--- config.mk ---
export PLATFORM = sky130hd
export DESIGN_NAME = rinse_cycle_sequencer
export DESIGN_NICKNAME = d
export VERILOG_FILES = /design/src/rtl/rcs_pkg.sv /design/src/rtl/rcs_display.sv /design/src/rtl/rinse_cycle_sequencer.sv
export VERILOG_INCLUDE_DIRS = /design/src /design/src/rtl
export SDC_FILE = /design/constraint.sdc
export NUM_CORES = 1
export LEC_CHECK = 0
export BUFFER_PORTS_ARGS = -buffer_cell sky130_fd_sc_hd__buf_2
export CAP_MARGIN = 0
export CORE_ASPECT_RATIO = 0.75
export CORE_UTILIZATION = 50
export CTS_BUF_LIST = sky130_fd_sc_hd__clkbuf_4 sky130_fd_sc_hd__clkbuf_8 sky130_fd_sc_hd__clkbuf_16
export DETAILED_ROUTE_END_ITERATION = 16
export GPL_TIMING_DRIVEN = 1
export PLACE_DENSITY = 0.79
export SETUP_SLACK_MARGIN = 0.4
export SYNTH_ARGS = -nofsm -noshare
export SYNTH_HDL_FRONTEND = slang
export SYNTH_SLANG_ARGS = --single-unit
--- constraint.sdc ---
create_clock -name clock -period 5.9 [get_ports clock]
set_input_delay 0 -clock clock [delete_from_list [all_inputs] [get_ports clock]]
set_output_delay 0 -clock clock [all_outputs]
set_load 0.01 [all_outputs]
--- src/rtl/rinse_cycle_sequencer_defines.svh ---
// Assertion macros for the rinse cycle sequencer.
// RCS_ASSERT checks a property on the rising clock edge, off while reset is high.
// RCS_ASSERT_ALWAYS checks a property on the rising clock edge, reset included.
`ifndef RINSE_CYCLE_SEQUENCER_DEFINES_SVH
`define RINSE_CYCLE_SEQUENCER_DEFINES_SVH

`ifndef SYNTH
`define RCS_ASSERT(label, clk, rst, prop) \
   label: assert property (@(posedge clk) disable iff (rst) prop) \
      else $error("rinse cycle sequencer assertion failed");
`define RCS_ASSERT_ALWAYS(label, clk, prop) \
   label: assert property (@(posedge clk) prop) \
      else $error("rinse cycle sequencer assertion failed");
`else
`define RCS_ASSERT(label, clk, rst, prop)
`define RCS_ASSERT_ALWAYS(label, clk, prop)
`endif

`endif

--- src/rtl/rcs_pkg.sv ---
package rcs_pkg;

   // Register and field widths
   localparam int REG_W          = 24;
   localparam int CSR_IDX_W      = 3;
   localparam int TIMER_BITS_DEF = 25;
   localparam int MIN_W          = 7;
   localparam int SEC_W          = 6;
   localparam int SECS_W         = 15;   // whole seconds of a 24 bit millisecond count
   localparam int MINF_W         = 9;    // whole minutes of a 24 bit millisecond count

   // Time units
   localparam int MS_PER_S  = 1000;
   localparam int S_PER_MIN = 60;
   localparam int MAX_MIN   = 100;

   // Reciprocals for the constant divides, exact over the value ranges above
   localparam int SHIFT_MS    = 34;
   localparam int RECIP_MS_W  = 25;
   localparam logic [RECIP_MS_W-1:0] RECIP_MS =
      RECIP_MS_W'(((64'd1 << SHIFT_MS) + MS_PER_S - 1) / MS_PER_S);
   localparam int SHIFT_S     = 20;
   localparam int RECIP_S_W   = 15;
   localparam logic [RECIP_S_W-1:0] RECIP_S =
      RECIP_S_W'(((64'd1 << SHIFT_S) + S_PER_MIN - 1) / S_PER_MIN);

   // Configuration register indexes and reset values
   localparam logic [CSR_IDX_W-1:0] CSR_GAP       = 3'd0;
   localparam logic [CSR_IDX_W-1:0] CSR_PREHEAT   = 3'd1;
   localparam logic [CSR_IDX_W-1:0] CSR_RINSE     = 3'd2;
   localparam logic [CSR_IDX_W-1:0] CSR_RINSE_DRY = 3'd3;
   localparam logic [CSR_IDX_W-1:0] CSR_PURGE     = 3'd4;

   localparam logic [REG_W-1:0] GAP_RST       = 24'd2000;
   localparam logic [REG_W-1:0] PREHEAT_RST   = 24'd60000;
   localparam logic [REG_W-1:0] RINSE_RST     = 24'd300000;
   localparam logic [REG_W-1:0] RINSE_DRY_RST = 24'd600000;
   localparam logic [REG_W-1:0] PURGE_RST     = 24'd30000;

   typedef enum logic [2:0] {
      KIND_TICK       = 3'd0,
      KIND_START      = 3'd1,
      KIND_PAUSE      = 3'd2,
      KIND_RESUME     = 3'd3,
      KIND_RESET_DONE = 3'd4
   } kind_type;

   typedef enum logic [3:0] {
      PH_WAIT         = 4'd0,
      PH_PREHEAT      = 4'd1,
      PH_FILL         = 4'd2,
      PH_PAUSED       = 4'd3,
      PH_SETTLE_FILL  = 4'd4,
      PH_RINSE        = 4'd5,
      PH_PURGE        = 4'd6,
      PH_SETTLE_PURGE = 4'd7,
      PH_FINAL        = 4'd8,
      PH_DONE         = 4'd9
   } phase_type;

   // What a request does to the remaining time display
   typedef enum logic [1:0] {
      DISP_KEEP  = 2'd0,
      DISP_LOAD  = 2'd1,
      DISP_BLANK = 2'd2
   } disp_op_type;

   // Sequencer state after one request, plus its display update
   typedef struct packed {
      phase_type         phase;
      logic              drying;
      logic              void_on;
      logic              milk_on;
      logic              cold_water_on;
      logic              hot_water_on;
      disp_op_type       op;
      logic [REG_W-1:0]  remain;
   } stage_type;

   // Result item, highest field first so that it packs from phase upward
   typedef struct packed {
      logic [SEC_W-1:0]  seconds;
      logic [MIN_W-1:0]  minutes;
      logic              shown;
      logic              hot_water_on;
      logic              cold_water_on;
      logic              milk_on;
      logic              void_on;
      logic              drying;
      phase_type         phase;
   } result_type;

endpackage

--- src/rtl/rcs_display.sv ---
`include "rinse_cycle_sequencer_defines.svh"

module rcs_display (
   input  logic                clock,
   input  logic                reset,
   input  logic                advance,
   input  logic                item_valid,
   input  rcs_pkg::stage_type  item,
   output logic                rsp_valid,
   output rcs_pkg::result_type rsp_item
);
   import rcs_pkg::*;

   localparam int PROD_MS_W = REG_W + RECIP_MS_W;
   localparam int PROD_S_W  = SECS_W + RECIP_S_W;

   logic                 v2_ff;
   stage_type            item2_ff;
   logic [SECS_W-1:0]    secs_ff;
   logic [PROD_MS_W-1:0] prod_ms;
   logic [PROD_S_W-1:0]  prod_s;
   logic [MINF_W-1:0]    min_full;
   logic [SECS_W-1:0]    sec_full;
   logic                 in_range;
   logic                 v3_ff;
   result_type           res_ff;
   result_type           res_in;

   // Whole seconds of the remaining milliseconds
   assign prod_ms = PROD_MS_W'(item.remain) * PROD_MS_W'(RECIP_MS);

   always_ff @(posedge clock) begin
      if (reset) begin
         v2_ff <= 1'b0;
      end else if (advance) begin
         v2_ff <= item_valid;
      end
      if (advance) begin
         item2_ff <= item;
         secs_ff  <= prod_ms[SHIFT_MS +: SECS_W];
      end
   end

   // Split seconds into minutes and leftover seconds
   assign prod_s   = PROD_S_W'(secs_ff) * PROD_S_W'(RECIP_S);
   assign min_full = prod_s[SHIFT_S +: MINF_W];
   assign sec_full = secs_ff - SECS_W'(min_full) * SECS_W'(S_PER_MIN);
   assign in_range = min_full <= MINF_W'(MAX_MIN);

   // Apply the display update; the held fields are the display state
   always_comb begin
      res_in               = res_ff;
      res_in.phase         = item2_ff.phase;
      res_in.drying        = item2_ff.drying;
      res_in.void_on       = item2_ff.void_on;
      res_in.milk_on       = item2_ff.milk_on;
      res_in.cold_water_on = item2_ff.cold_water_on;
      res_in.hot_water_on  = item2_ff.hot_water_on;
      unique case (item2_ff.op)
         DISP_LOAD: begin
            if (in_range) begin
               res_in.shown   = 1'b1;
               res_in.minutes = min_full[MIN_W-1:0];
               res_in.seconds = sec_full[SEC_W-1:0];
            end
         end
         DISP_BLANK: begin
            res_in.shown = 1'b0;
         end
         default: begin
         end
      endcase
   end

   always_ff @(posedge clock) begin
      if (reset) begin
         v3_ff  <= 1'b0;
         res_ff <= '0;
      end else if (advance) begin
         v3_ff <= v2_ff;
         if (v2_ff) begin
            res_ff <= res_in;
         end
      end
   end

   assign rsp_valid = v3_ff;
   assign rsp_item  = res_ff;

   `RCS_ASSERT(a_shown_range, clock, reset,
      res_ff.shown |-> (res_ff.minutes <= MIN_W'(MAX_MIN)) && (res_ff.seconds < SEC_W'(S_PER_MIN)))
   `RCS_ASSERT(a_blank_clears, clock, reset,
      (advance && v2_ff && item2_ff.op == DISP_BLANK) |=> !res_ff.shown)
   `RCS_ASSERT(a_hold_on_stall, clock, reset,
      (!advance) |=> $stable(res_ff) && $stable(v2_ff))

endmodule

--- src/rtl/rinse_cycle_sequencer.sv ---
// Channel  Dir  Handshake             Payload
// req      in   req_tvalid/tready     tuser: kind; tdata: preheat, drying, level
// rsp      out  rsp_tvalid/tready     tdata: phase, latches, display
// csr      in   csr_valid/csr_ready   csr_index, csr_data (always ready)
//
// One request is accepted per cycle while the response side is not stalled; its response
// becomes valid after the request passes the input register, then the sequencer step, the
// seconds divide, and the minutes split with display.
// The seconds divide and the minutes split hold the two reciprocal multiplies of the time display.
// A waiting response with rsp_tready low freezes the whole pipeline and drops
// req_tready with it.
// Reset is synchronous: state returns to waiting, registers to their defaults.
`include "rinse_cycle_sequencer_defines.svh"

module rinse_cycle_sequencer #(
   parameter int TIMER_BITS = rcs_pkg::TIMER_BITS_DEF
) (
   input  logic                           clock,
   input  logic                           reset,
   input  logic                           req_tvalid,
   output logic                           req_tready,
   input  logic [7:0]                     req_tdata,   // preheat_req, drying_req, level_reached
   input  logic [2:0]                     req_tuser,   // kind
   output logic                           rsp_tvalid,
   input  logic                           rsp_tready,
   // phase[3:0], drying_mode, void_pump_on, milk_pump_on, cold_water_on,
   // hot_water_on, remain_shown, remain_minutes[16:10], remain_seconds[22:17]
   output logic [23:0]                    rsp_tdata,
   input  logic                           csr_valid,
   output logic                           csr_ready,
   input  logic [rcs_pkg::CSR_IDX_W-1:0]  csr_index,
   input  logic [rcs_pkg::REG_W-1:0]      csr_data
);
   import rcs_pkg::*;

   localparam int CMP_W = (TIMER_BITS > REG_W) ? TIMER_BITS : REG_W;

   logic [REG_W-1:0]      gap_ff, preheat_ff, rinse_ff, rinse_dry_ff, purge_ff;
   logic                  advance;
   logic                  fire0;
   logic                  v0_ff;
   logic [2:0]            kind_ff;
   logic                  preheat_req_ff, drying_req_ff, level_ff;
   logic                  v1_ff;
   stage_type             s1_ff;
   stage_type             s1_in;
   logic [TIMER_BITS-1:0] elapsed_ff;
   logic [TIMER_BITS-1:0] elapsed_in;
   logic [TIMER_BITS-1:0] elapsed_inc;
   logic [REG_W-1:0]      dur;
   logic [CMP_W-1:0]      remain_full;
   logic                  over;
   logic                  rsp_valid;
   result_type            rsp_item;

   // Configuration writes
   assign csr_ready = 1'b1;

   always_ff @(posedge clock) begin
      if (reset) begin
         gap_ff       <= GAP_RST;
         preheat_ff   <= PREHEAT_RST;
         rinse_ff     <= RINSE_RST;
         rinse_dry_ff <= RINSE_DRY_RST;
         purge_ff     <= PURGE_RST;
      end else if (csr_valid) begin
         unique case (csr_index)
            CSR_GAP:       gap_ff       <= csr_data;
            CSR_PREHEAT:   preheat_ff   <= csr_data;
            CSR_RINSE:     rinse_ff     <= csr_data;
            CSR_RINSE_DRY: rinse_dry_ff <= csr_data;
            CSR_PURGE:     purge_ff     <= csr_data;
            default: begin
            end
         endcase
      end
   end

   // Advance the pipeline whenever the response slot frees up
   assign advance    = !rsp_valid || rsp_tready;
   assign req_tready = advance;
   assign fire0      = v0_ff && advance;

   // Input register
   always_ff @(posedge clock) begin
      if (reset) begin
         v0_ff <= 1'b0;
      end else if (advance) begin
         v0_ff <= req_tvalid;
      end
      if (advance && req_tvalid) begin
         kind_ff        <= req_tuser;
         preheat_req_ff <= req_tdata[0];
         drying_req_ff  <= req_tdata[1];
         level_ff       <= req_tdata[2];
      end
   end

   // Timer step and the duration of the current phase
   assign elapsed_inc = (elapsed_ff == '1) ? elapsed_ff : elapsed_ff + TIMER_BITS'(1);

   always_comb begin
      unique case (s1_ff.phase)
         PH_PREHEAT: dur = preheat_ff;
         PH_RINSE:   dur = s1_ff.drying ? rinse_dry_ff : rinse_ff;
         PH_PURGE:   dur = purge_ff;
         default:    dur = gap_ff;
      endcase
   end

   assign over        = CMP_W'(elapsed_inc) > CMP_W'(dur);
   assign remain_full = CMP_W'(dur) - CMP_W'(elapsed_inc);

   // Sequencer step for one request
   always_comb begin
      s1_in        = s1_ff;
      s1_in.op     = DISP_KEEP;
      s1_in.remain = remain_full[REG_W-1:0];
      elapsed_in   = elapsed_ff;
      unique case (kind_ff)
         KIND_TICK: begin
            elapsed_in = elapsed_inc;
            unique case (s1_ff.phase)
               PH_PREHEAT: begin
                  s1_in.op           = over ? DISP_KEEP : DISP_LOAD;
                  s1_in.hot_water_on = !over;
                  if (over) begin
                     s1_in.phase = PH_FILL;
                     elapsed_in  = '0;
                  end
               end
               PH_FILL: begin
                  s1_in.op            = DISP_BLANK;
                  s1_in.cold_water_on = 1'b1;
                  if (level_ff) begin
                     s1_in.cold_water_on = 1'b0;
                     s1_in.hot_water_on  = 1'b0;
                     s1_in.phase         = PH_SETTLE_FILL;
                     elapsed_in          = '0;
                  end
               end
               PH_PAUSED: begin
                  s1_in.cold_water_on = 1'b0;
                  s1_in.hot_water_on  = 1'b0;
               end
               PH_SETTLE_FILL: begin
                  if (over) begin
                     s1_in.phase = PH_RINSE;
                     elapsed_in  = '0;
                  end
               end
               PH_RINSE: begin
                  s1_in.op      = over ? DISP_KEEP : DISP_LOAD;
                  s1_in.void_on = 1'b1;
                  if (over) begin
                     s1_in.phase = PH_PURGE;
                     elapsed_in  = '0;
                  end
               end
               PH_PURGE: begin
                  s1_in.op      = over ? DISP_KEEP : DISP_LOAD;
                  s1_in.milk_on = !over;
                  if (over) begin
                     s1_in.phase = PH_SETTLE_PURGE;
                     elapsed_in  = '0;
                  end
               end
               PH_SETTLE_PURGE: begin
                  if (over) begin
                     s1_in.void_on = 1'b0;
                     s1_in.phase   = PH_FINAL;
                     elapsed_in    = '0;
                  end
               end
               PH_FINAL: begin
                  if (over) begin
                     s1_in.phase = PH_DONE;
                     elapsed_in  = '0;
                  end
               end
               default: begin
               end
            endcase
         end
         KIND_START: begin
            s1_in.drying = drying_req_ff;
            s1_in.phase  = preheat_req_ff ? PH_PREHEAT : PH_FILL;
            elapsed_in   = '0;
         end
         KIND_PAUSE: begin
            if (s1_ff.phase == PH_FILL) s1_in.phase = PH_PAUSED;
         end
         KIND_RESUME: begin
            if (s1_ff.phase == PH_PAUSED) s1_in.phase = PH_FILL;
         end
         KIND_RESET_DONE: begin
            if (s1_ff.phase == PH_DONE) s1_in.phase = PH_WAIT;
         end
         default: begin
         end
      endcase
   end

   // Sequencer state register, which also carries the request downstream
   always_ff @(posedge clock) begin
      if (reset) begin
         v1_ff      <= 1'b0;
         s1_ff      <= '0;
         elapsed_ff <= '0;
      end else begin
         if (advance) begin
            v1_ff <= v0_ff;
         end
         if (fire0) begin
            s1_ff      <= s1_in;
            elapsed_ff <= elapsed_in;
         end
      end
   end

   rcs_display u_display (
      .clock      (clock),
      .reset      (reset),
      .advance    (advance),
      .item_valid (v1_ff),
      .item       (s1_ff),
      .rsp_valid  (rsp_valid),
      .rsp_item   (rsp_item)
   );

   assign rsp_tvalid = rsp_valid;
   assign rsp_tdata  = {1'b0, rsp_item};

   `RCS_ASSERT(a_start_restarts, clock, reset,
      (fire0 && kind_ff == KIND_START) |=> (elapsed_ff == '0) &&
      (s1_ff.phase == PH_PREHEAT || s1_ff.phase == PH_FILL))
   `RCS_ASSERT(a_drying_on_start_only, clock, reset,
      !(fire0 && kind_ff == KIND_START) |=> $stable(s1_ff.drying))
   `RCS_ASSERT(a_paused_valves_off, clock, reset,
      (fire0 && kind_ff == KIND_TICK && s1_ff.phase == PH_PAUSED) |=>
      (!s1_ff.cold_water_on && !s1_ff.hot_water_on))

endmodule

==> reports/metrics.cfg, run 1 <==
[drt]
dr.first_iter.drc_count = 1561
via_per_inst = 5.59
drt-total-wl_mm = 60.1
vias = 19000
route.detailed.drc = 0
wl_per_cell_um = 17.7
first_pass_iters = 7
ant_nets = 0

[flow_run]
maxCapViolCount = 0

[pwr]
ir_drop_mv = 0.203
power.leakage_nw = 13.5
power_density_nw_per_um2 = 261

[clock_tree]
cts_tree = yes
clockRootBuffer = clkbuf_16
clock-sinks = 239
htree_levels = 1
cts_buffer_depth = 3
insertion_delay_ns = 0.56
clk_pin_slew_ns = 0.08
cts_buffers = 24

[sta]
slew_viol_final = 0
worst_pin_slew_ns = 1.26
hold_viol = 0
rsz0062_at_grt = yes
fin_skew_ns = 0.0186
post-route-period-util = 0.998
period_needed_ns = 5.89
max_freq_ghz = 0.170
setup_violations = 0
max_slew_margin = 0.156

[setup_path]
r2r-start = s1_ff[15]$_SDFFE_PP0P_
crit_arrival_ns = 6.19
max_stage_delay_ns = 0.56
critPathSlowestCell = fa_1
cpMostUsedCell = fa_1
startpoint_type = flop
path_max_fanout = 5
path_cells = fa_1 > inv_2 > fa_1 > inv_2 > ha_4 > inv_2 > fa_1 > fa_1 > inv_1 > fa_1 > inv_1 > fa_1 > inv_2 > ha_4 > nand3_2 > o221ai_4 > nor3_4 > nor4_4 > o21ai_2 > nand3_4 > nand3_2 > and3_4 > nor2_2 > xnor2_1
crit_path_start = s1_ff[15]$_SDFFE_PP0P_
path_class = reg -> reg
required_ns = 6.21
end_kind = flop

[logic_synthesis]
ys_seq_elements = 239
synth_area_leader_cell = ha_1
netlist_top_cells_area = ha_1 (22%), dfxtp_1 (18%), fa_1 (17%), inv_1 (7.7%), nand2_1 (6.0%)
synth-edff-count = 32
synth_top_flop_cell = dfxtp_1
synthesis.area_um2 = 23300
async_flop_share = 0
ys_types = 86
synth_top_area_share = 0.223
netlist_instances = 2633
synth_area_per_cell_um2 = 8.84
syn-num-nets = 3287
yosysWarnings = 0
ys_seq_area_frac = 0.219

[floorplan]
io_pins = 70
dieWidth_um = 251
rows = 68
die_area_um2 = 47400
die_h_um = 189
initial_utilization = 0.506
core_um2 = 45900

[global_route]
grt_pass1_vias = 19200
grt_pass1_wl_mm = 97.0
globalRouteTotalUtil = 0.252
grt_max_degree = 58
overflow = 0
grt_antenna_before_repair = 0

[placement]
place_hpwl_mm = 45.6
globalplace.congestion = 0.963
dp.cells = 3288
io_buffer_count = 62

[worst_hold_path]
min-delay-start = csr_index[1]
worstHoldPathType = in -> reg

[layout]
mostFrequentLayoutCell = inv_1
drive_above_1_share = 0.144
mostFrequentLayoutCells = inv_1 (458), ha_1 (374), nand2_1 (370), fa_1 (192), dfxtp_1 (188)
fin_cells = 3388
antennaDiodeCount = 0
areaGrowthSynthToFinish_pct = 15.5
finalNetCount = 3430
fin_util = 0.585

[run_status]
status = finished clean

-- stage by stage --
| stage | area [um2] | setup slack, ns | total power, mW | hold slack [ns] | TNS [ns] |
|---|---|---|---|---|---|
| floorplan | 23500 | 0.290 | 4.09 | 0.0989 | 0 |
| global placement | 24900 | -0.0524 | 4.84 | 0.176 | -0.0890 |
| detailed placement | 24900 | -0.278 | 4.99 | 0.179 | -1.31 |
| CTS | 26500 | 0.0437 | 6.83 | 0.0609 | 0 |
| global route | 26900 | -0.165 | 7.53 | 0.0914 | -1.02 |
| finish | 26900 | 0.0123 | 7.02 | 0.0795 | 0 |
-- sequential cells by signal, summed over array words and instances (netlist names) --
signal               count
u_display.rsp_item      23
elapsed_ff              25
v1_ff                    1
u_display.secs_ff       15
rinse_dry_ff            24
v0_ff                    1
gap_ff                  24
preheat_ff              24
u_display.item2_ff      11
drying_req_ff            1
level_ff                 1
u_display.v2_ff          1
kind_ff                  3
u_display.rsp_valid      1
s1_ff                   35
rinse_ff                24
purge_ff                24
preheat_req_ff           1
-- cells in the mapped netlist, drive strengths merged (5+ instances only) --
cell	instances
nand3b	10
or3	10
mux2i	11
nand2b	8
o21a	33
nor2	84
nor2b	12
a21o	43
edfxtp	32
inv	480
o21ai	52
and2	12
fa	197
xor2	21
xnor2	47
nand4	18
a31o	6
a21oi	181
a211oi	10
o211ai	5
nand2	372
buf	15
nor3b	5
or2	5
a22oi	32
o31ai	8
clkbuf	74
ha	414
a31oi	9
nand3	85
dfxtp	207
mux2	26
and3	19
o21bai	6
nor3	25
-- path summary, 6_finish.rpt --
path	endpoint	slack, ns	cells past startpoint
worst max-delay path	u_display.secs_ff[13]$_DFFE_PN_	0.01	24
worst min-delay path	preheat_ff[1]$_SDFFE_PP0P_	0.08	5
worst min register to register	u_display.item2_ff[28]$_DFFE_PN_	0.43	0
worst max register to register	u_display.secs_ff[13]$_DFFE_PN_	0.01	24
-- layout make-up --
cell class | count | area (um2)
inverter | 480 | 1800
timing repair buffer | 206 | 1540
tap | 595 | 744
sequential | 239 | 5160
clock buffer | 30 | 671
multi-input combinational | 1825 | 16800
clock inverter | 13 | 118
fill | 3754 | 19100
-- power breakdown --
group	switching, mW	internal (mW)	total (mW)
sequential	0.0843	1.71	1.80
clock	0.721	0.861	1.58
combinational	1.99	1.64	3.64
total	2.80	4.22	7.02
-- critical path, delay by kind of cell (launching register included) --
| family | cells | cell delay, ns |
|---|---|---|
| AO/OA/AOI/OAI | 2 | 0.37 |
| XOR/XNOR | 1 | 0.08 |
| adder cells (fa/ha/maj) | 8 | 3.56 |
| buffers and inverters | 6 | 0.26 |
| flip-flops | 1 | 0.37 |
| AND/OR/NAND/NOR | 7 | 1.02 |
-- routing by layer --
metal,global-route usage,vias up,share of wire
met4,0.0603,0,0.025
met5,0,-,0
met1,0.348,9243,0.44
met3,0.0387,118,0.076
met2,0.414,665,0.46
li1,-,8926,-
-- repair_timing --
item | CTS | global route
hold buffers | 34 | 0
setup buffers | 15 | 8
endpoints found under the setup margin | 22 | 49
endpoints found under the hold margin | 166 | 0
pin swaps | 62 | 78
resized for setup | 66 | 54
-- cell families (layout without fill, tap and decap cells) --
group,after synthesis,after routing,share of synthesized area
mux,37,37,0.0173
flops,239,239,0.219
fa+ha+maj,611,611,0.392
other cells,2,2,0.000323
compound gates,426,426,0.120
buf+inv,569,729,0.0929
simple gates,681,681,0.132
xor+xnor,68,68,0.0259
Note: power is estimated with default switching activity, not from simulation.
==> run 2, diff against run 1 <==
--- a/config.mk
+++ b/config.mk
@@ -7,14 +7,14 @@
 export NUM_CORES = 1
 export LEC_CHECK = 0
 export BUFFER_PORTS_ARGS = -buffer_cell sky130_fd_sc_hd__buf_2
-export CAP_MARGIN = 0
 export CORE_ASPECT_RATIO = 0.75
 export CORE_UTILIZATION = 50
-export CTS_BUF_LIST = sky130_fd_sc_hd__clkbuf_4 sky130_fd_sc_hd__clkbuf_8 sky130_fd_sc_hd__clkbuf_16
+export CTS_BUF_LIST = sky130_fd_sc_hd__clkbuf_4 sky130_fd_sc_hd__clkbuf_8
 export DETAILED_ROUTE_END_ITERATION = 16
 export GPL_TIMING_DRIVEN = 1
 export PLACE_DENSITY = 0.79
 export SETUP_SLACK_MARGIN = 0.4
 export SYNTH_ARGS = -nofsm -noshare
 export SYNTH_HDL_FRONTEND = slang
+export SYNTH_HIERARCHICAL = 1
 export SYNTH_SLANG_ARGS = --single-unit
==> run 2 against run 1 <==
Compared with the run above:
- the run now ends with setup timing left
- clock power about the same
- total power decreased by 2.8%
- synthesized area increased by 0.56%
- final cell count increased by 3.2%
- combinational power decreased by 5%
- via count increased by 2.5%
- clock-buffer cell count increased by 25
- hold slack got worse by 0.032 ns
- largest cell class unchanged
- highest routed layer unchanged
==> reports/metrics.cfg, run 2 <==
[pwr]
netSwitchingPower_mw = 2.72
power.leakage_nw = 13.7
power_density_nw_per_um2 = 251
p_sw_frac = 0.399
clkPwrFrac = 0.229
seqPwrFrac = 0.262
power_mw = 6.82
p_comb_frac = 0.509
ir_drop_mv = 0.166
p_int_mw = 4.10

[layout]
finalNetCount = 3494
largest_register = s1_ff
reg.largest.list = s1_ff: 35 flops, elapsed_ff: 25 flops
largest_reg_flops = 35
mostFrequentLayoutCells = inv_1 (478), ha_1 (387), nand2_1 (361), fa_1 (193), dfxtp_1 (189)
antennaDiodeCount = 0
mostFrequentLayoutCell = inv_1
fin_util = 0.588
drive_above_1_share = 0.144
areaGrowthSynthToFinish_pct = 15.9

[setup_path]
end_kind = flop
startpoint_type = flop
crit_arrival_ns = 6.60
path_class = reg -> reg
max_stage_delay_ns = 0.54
critPathSlowestCell = fa_1
path_depth = 24
cp_top_family = adder cells
r2r_cells = 24
critPathBufInv = 7
path_max_fanout = 5
required_ns = 6.20
path_cells = fa_1 > inv_1 > fa_1 > inv_2 > ha_4 > inv_2 > fa_1 > fa_1 > inv_2 > fa_1 > inv_1 > fa_1 > inv_1 > ha_2 > o21a_1 > nor2_4 > nor4b_4 > nor2b_4 > a21oi_2 > buf_6 > a21bo_4 > o31ai_4 > a211oi_2 > xnor2_1
cpMostUsedCell = fa_1

[logic_synthesis]
ys_types = 99
yosysWarnings = 6
synth_most_common_cell = inv_1
ys_seq_elements = 239
netlist_top_cells_area = ha_1 (22%), dfxtp_1 (18%), fa_1 (17%), inv_1 (7.8%), nand2_1 (5.9%)
ys_seq_area_frac = 0.218
synth_area_per_cell_um2 = 8.80
synth_commonest_cells = inv_1 (489), ha_1 (414), nand2_1 (366), dfxtp_1 (207), fa_1 (197)
synthesis.area_um2 = 23400
netlist_instances = 2660
synth-edff-count = 32
synth_top_area_share = 0.221
synth_top_flop_cell = dfxtp_1
syn-num-nets = 3314
synth_area_leader_cell = ha_1
async_flop_share = 0

[clock_tree]
cts_buffers = 36
clk_pin_slew_ns = 0.07
clock-sinks = 239
cts_tree = yes
htree_levels = 2
cts_buffer_depth = 3
insertion_delay_ns = 0.58
clockRootBuffer = clkbuf_8

[sta]
period_needed_ns = 6.30
post-route-period-util = 1.07
max_slew_margin = 0.182
fin_skew_ns = 0.0205
slew_viol_final = 0
hold_viol = 0
setup_violations = 14
worst_pin_slew_ns = 1.22
max_freq_ghz = 0.159
final.setup.worst_slack_ns = -0.396
rsz0062_at_grt = yes

[drt]
first_pass_iters = 6
via_per_inst = 5.55
ant_nets = 0
wl_per_cell_um = 17.4
drt-total-wl_mm = 60.8
vias = 19400
route.detailed.drc = 0
dr.first_iter.drc_count = 1531

[worst_hold_path]
whs_path_depth = 5
worstHoldPathType = in -> reg

[global_route]
grt_antenna_before_repair = 0
grt_pass1_vias = 19800
globalRouteTotalUtil = 0.252
grt_max_degree = 74
overflow = 0
grt_pass1_wl_mm = 97.8

[floorplan]
rows = 68
die_h_um = 189
initial_utilization = 0.507
dieWidth_um = 252
die_area_um2 = 47700
io_pins = 70
core_um2 = 46100

[placement]
globalplace.congestion = 0.947
io_buffer_count = 62
place_hpwl_mm = 46.1

[flow_run]
maxCapViolCount = 0

[run_status]
status = complete, but fails checks
violations = setup timing

==> run 2: changes by cell type in the layout (fill, tap and decap cells not counted), moves of 20 or more <==
| cell | previous run | this run |
|---|---|---|
| o21ai_1 | 34 | 9 |
| buf_4 | 100 | 121 |
| a221oi_1 | 1 | 23 |
| clkbuf_16 | 24 | 0 |
| clkbuf_8 | 4 | 44 |
| inv_1 | 458 | 478 |
| a22oi_1 | 32 | 7 |
| mux2i_1 | 10 | 31 |
| o21ai_0 | 15 | 63 |
| mux2_2 | 26 | 1 |
==> run 2: per-layer routing <==
metal | part of all wire | GRT usage | up-vias
met1 | 0.45 | 0.346 | 9512
met3 | 0.064 | 0.0386 | 106
li1 | - | - | 9145
met4 | 0.019 | 0.0620 | 0
met5 | 0 | 0 | -
met2 | 0.47 | 0.417 | 666
==> run 2: worst paths after layout <==
check	startpoint	endpoint	slack (ns)
setup / recovery	s1_ff[15]$_SDFFE_PP0P_	u_display/secs_ff[13]$_DFFE_PP_	-0.40
setup reg to reg	s1_ff[15]$_SDFFE_PP0P_	u_display/secs_ff[13]$_DFFE_PP_	-0.40
hold / removal	csr_index[1]	preheat_ff[19]$_SDFFE_PP0P_	0.05
hold reg to reg	s1_ff[28]$_SDFFE_PP0P_	u_display/item2_ff[28]$_DFFE_PP_	0.43
==> run 2: kinds of logic after synthesis <==
| kind of cell | synth area share |
|---|---|
| flip-flops | 0.218 |
| XOR/XNOR | 0.0205 |
| buffers and inverters | 0.0946 |
| multiplexers | 0.0184 |
| AO/OA/AOI/OAI | 0.123 |
| other | 0.000321 |
| adder cells (fa/ha/maj) | 0.390 |
| AND/OR/NAND/NOR | 0.135 |
==> run 2: stage by stage <==
step           setup WS, ns  std cells  instance area (um2)  hold WS (ns)  TNS, ns
2_1_floorplan         0.145       2660                23600        0.0989        0
3_3_place_gp         -0.289       3375                25300         0.178    -1.97
3_5_place_dp         -0.551       3375                25300         0.178    -5.05
4_1_cts              -0.271       3484                26800        0.0172    -1.90
5_1_grt              -0.499       3498                27100        0.0714    -5.01
6_report             -0.396       3498                27100        0.0472    -3.16
==> run 2: power groups by stage <==
stage	Clock, mW	Sequential, mW	Combinational (mW)
6_report	1.56	1.79	3.47
5_1_grt	1.65	1.79	3.91
4_1_cts	1.57	1.78	3.31
3_5_place_dp	0	1.82	3.09
3_3_place_gp	0	1.82	2.90
2_1_floorplan	0	1.83	2.15
==> run 2: repair_timing <==
action	CTS	global route
hold buffers	33	0
hold endpoints to repair	149	0
gates resized for setup	52	48
buffers inserted	10	14
pin swaps	33	30
endpoints found under the setup margin	17	39
==> run 2: layout make-up <==
| type | count | area [um2] |
|---|---|---|
| inverter | 490 | 1840 |
| tap | 630 | 788 |
| fill | 3746 | 19000 |
| sequential | 239 | 5150 |
| clock buffer | 55 | 688 |
| clock inverter | 11 | 133 |
| timing repair buffer | 233 | 1800 |
| multi-input combinational | 1840 | 16700 |
==> run 2: worst register-to-register path, stage by stage, from the launching register on <==
cell      delay, ns
dfxtp_4        0.37
fa_1           0.54
inv_1          0.05
fa_1           0.49
inv_2          0.05
ha_4           0.25
inv_2          0.03
fa_1           0.46
fa_1           0.51
inv_2          0.04
fa_1           0.53
inv_1          0.06
fa_1           0.54
inv_1          0.05
ha_2           0.33
o21a_1         0.17
nor2_4         0.07
nor4b_4        0.29
nor2b_4        0.24
a21oi_2        0.08
buf_6          0.13
a21bo_4        0.23
o31ai_4        0.23
a211oi_2       0.11
xnor2_1        0.18
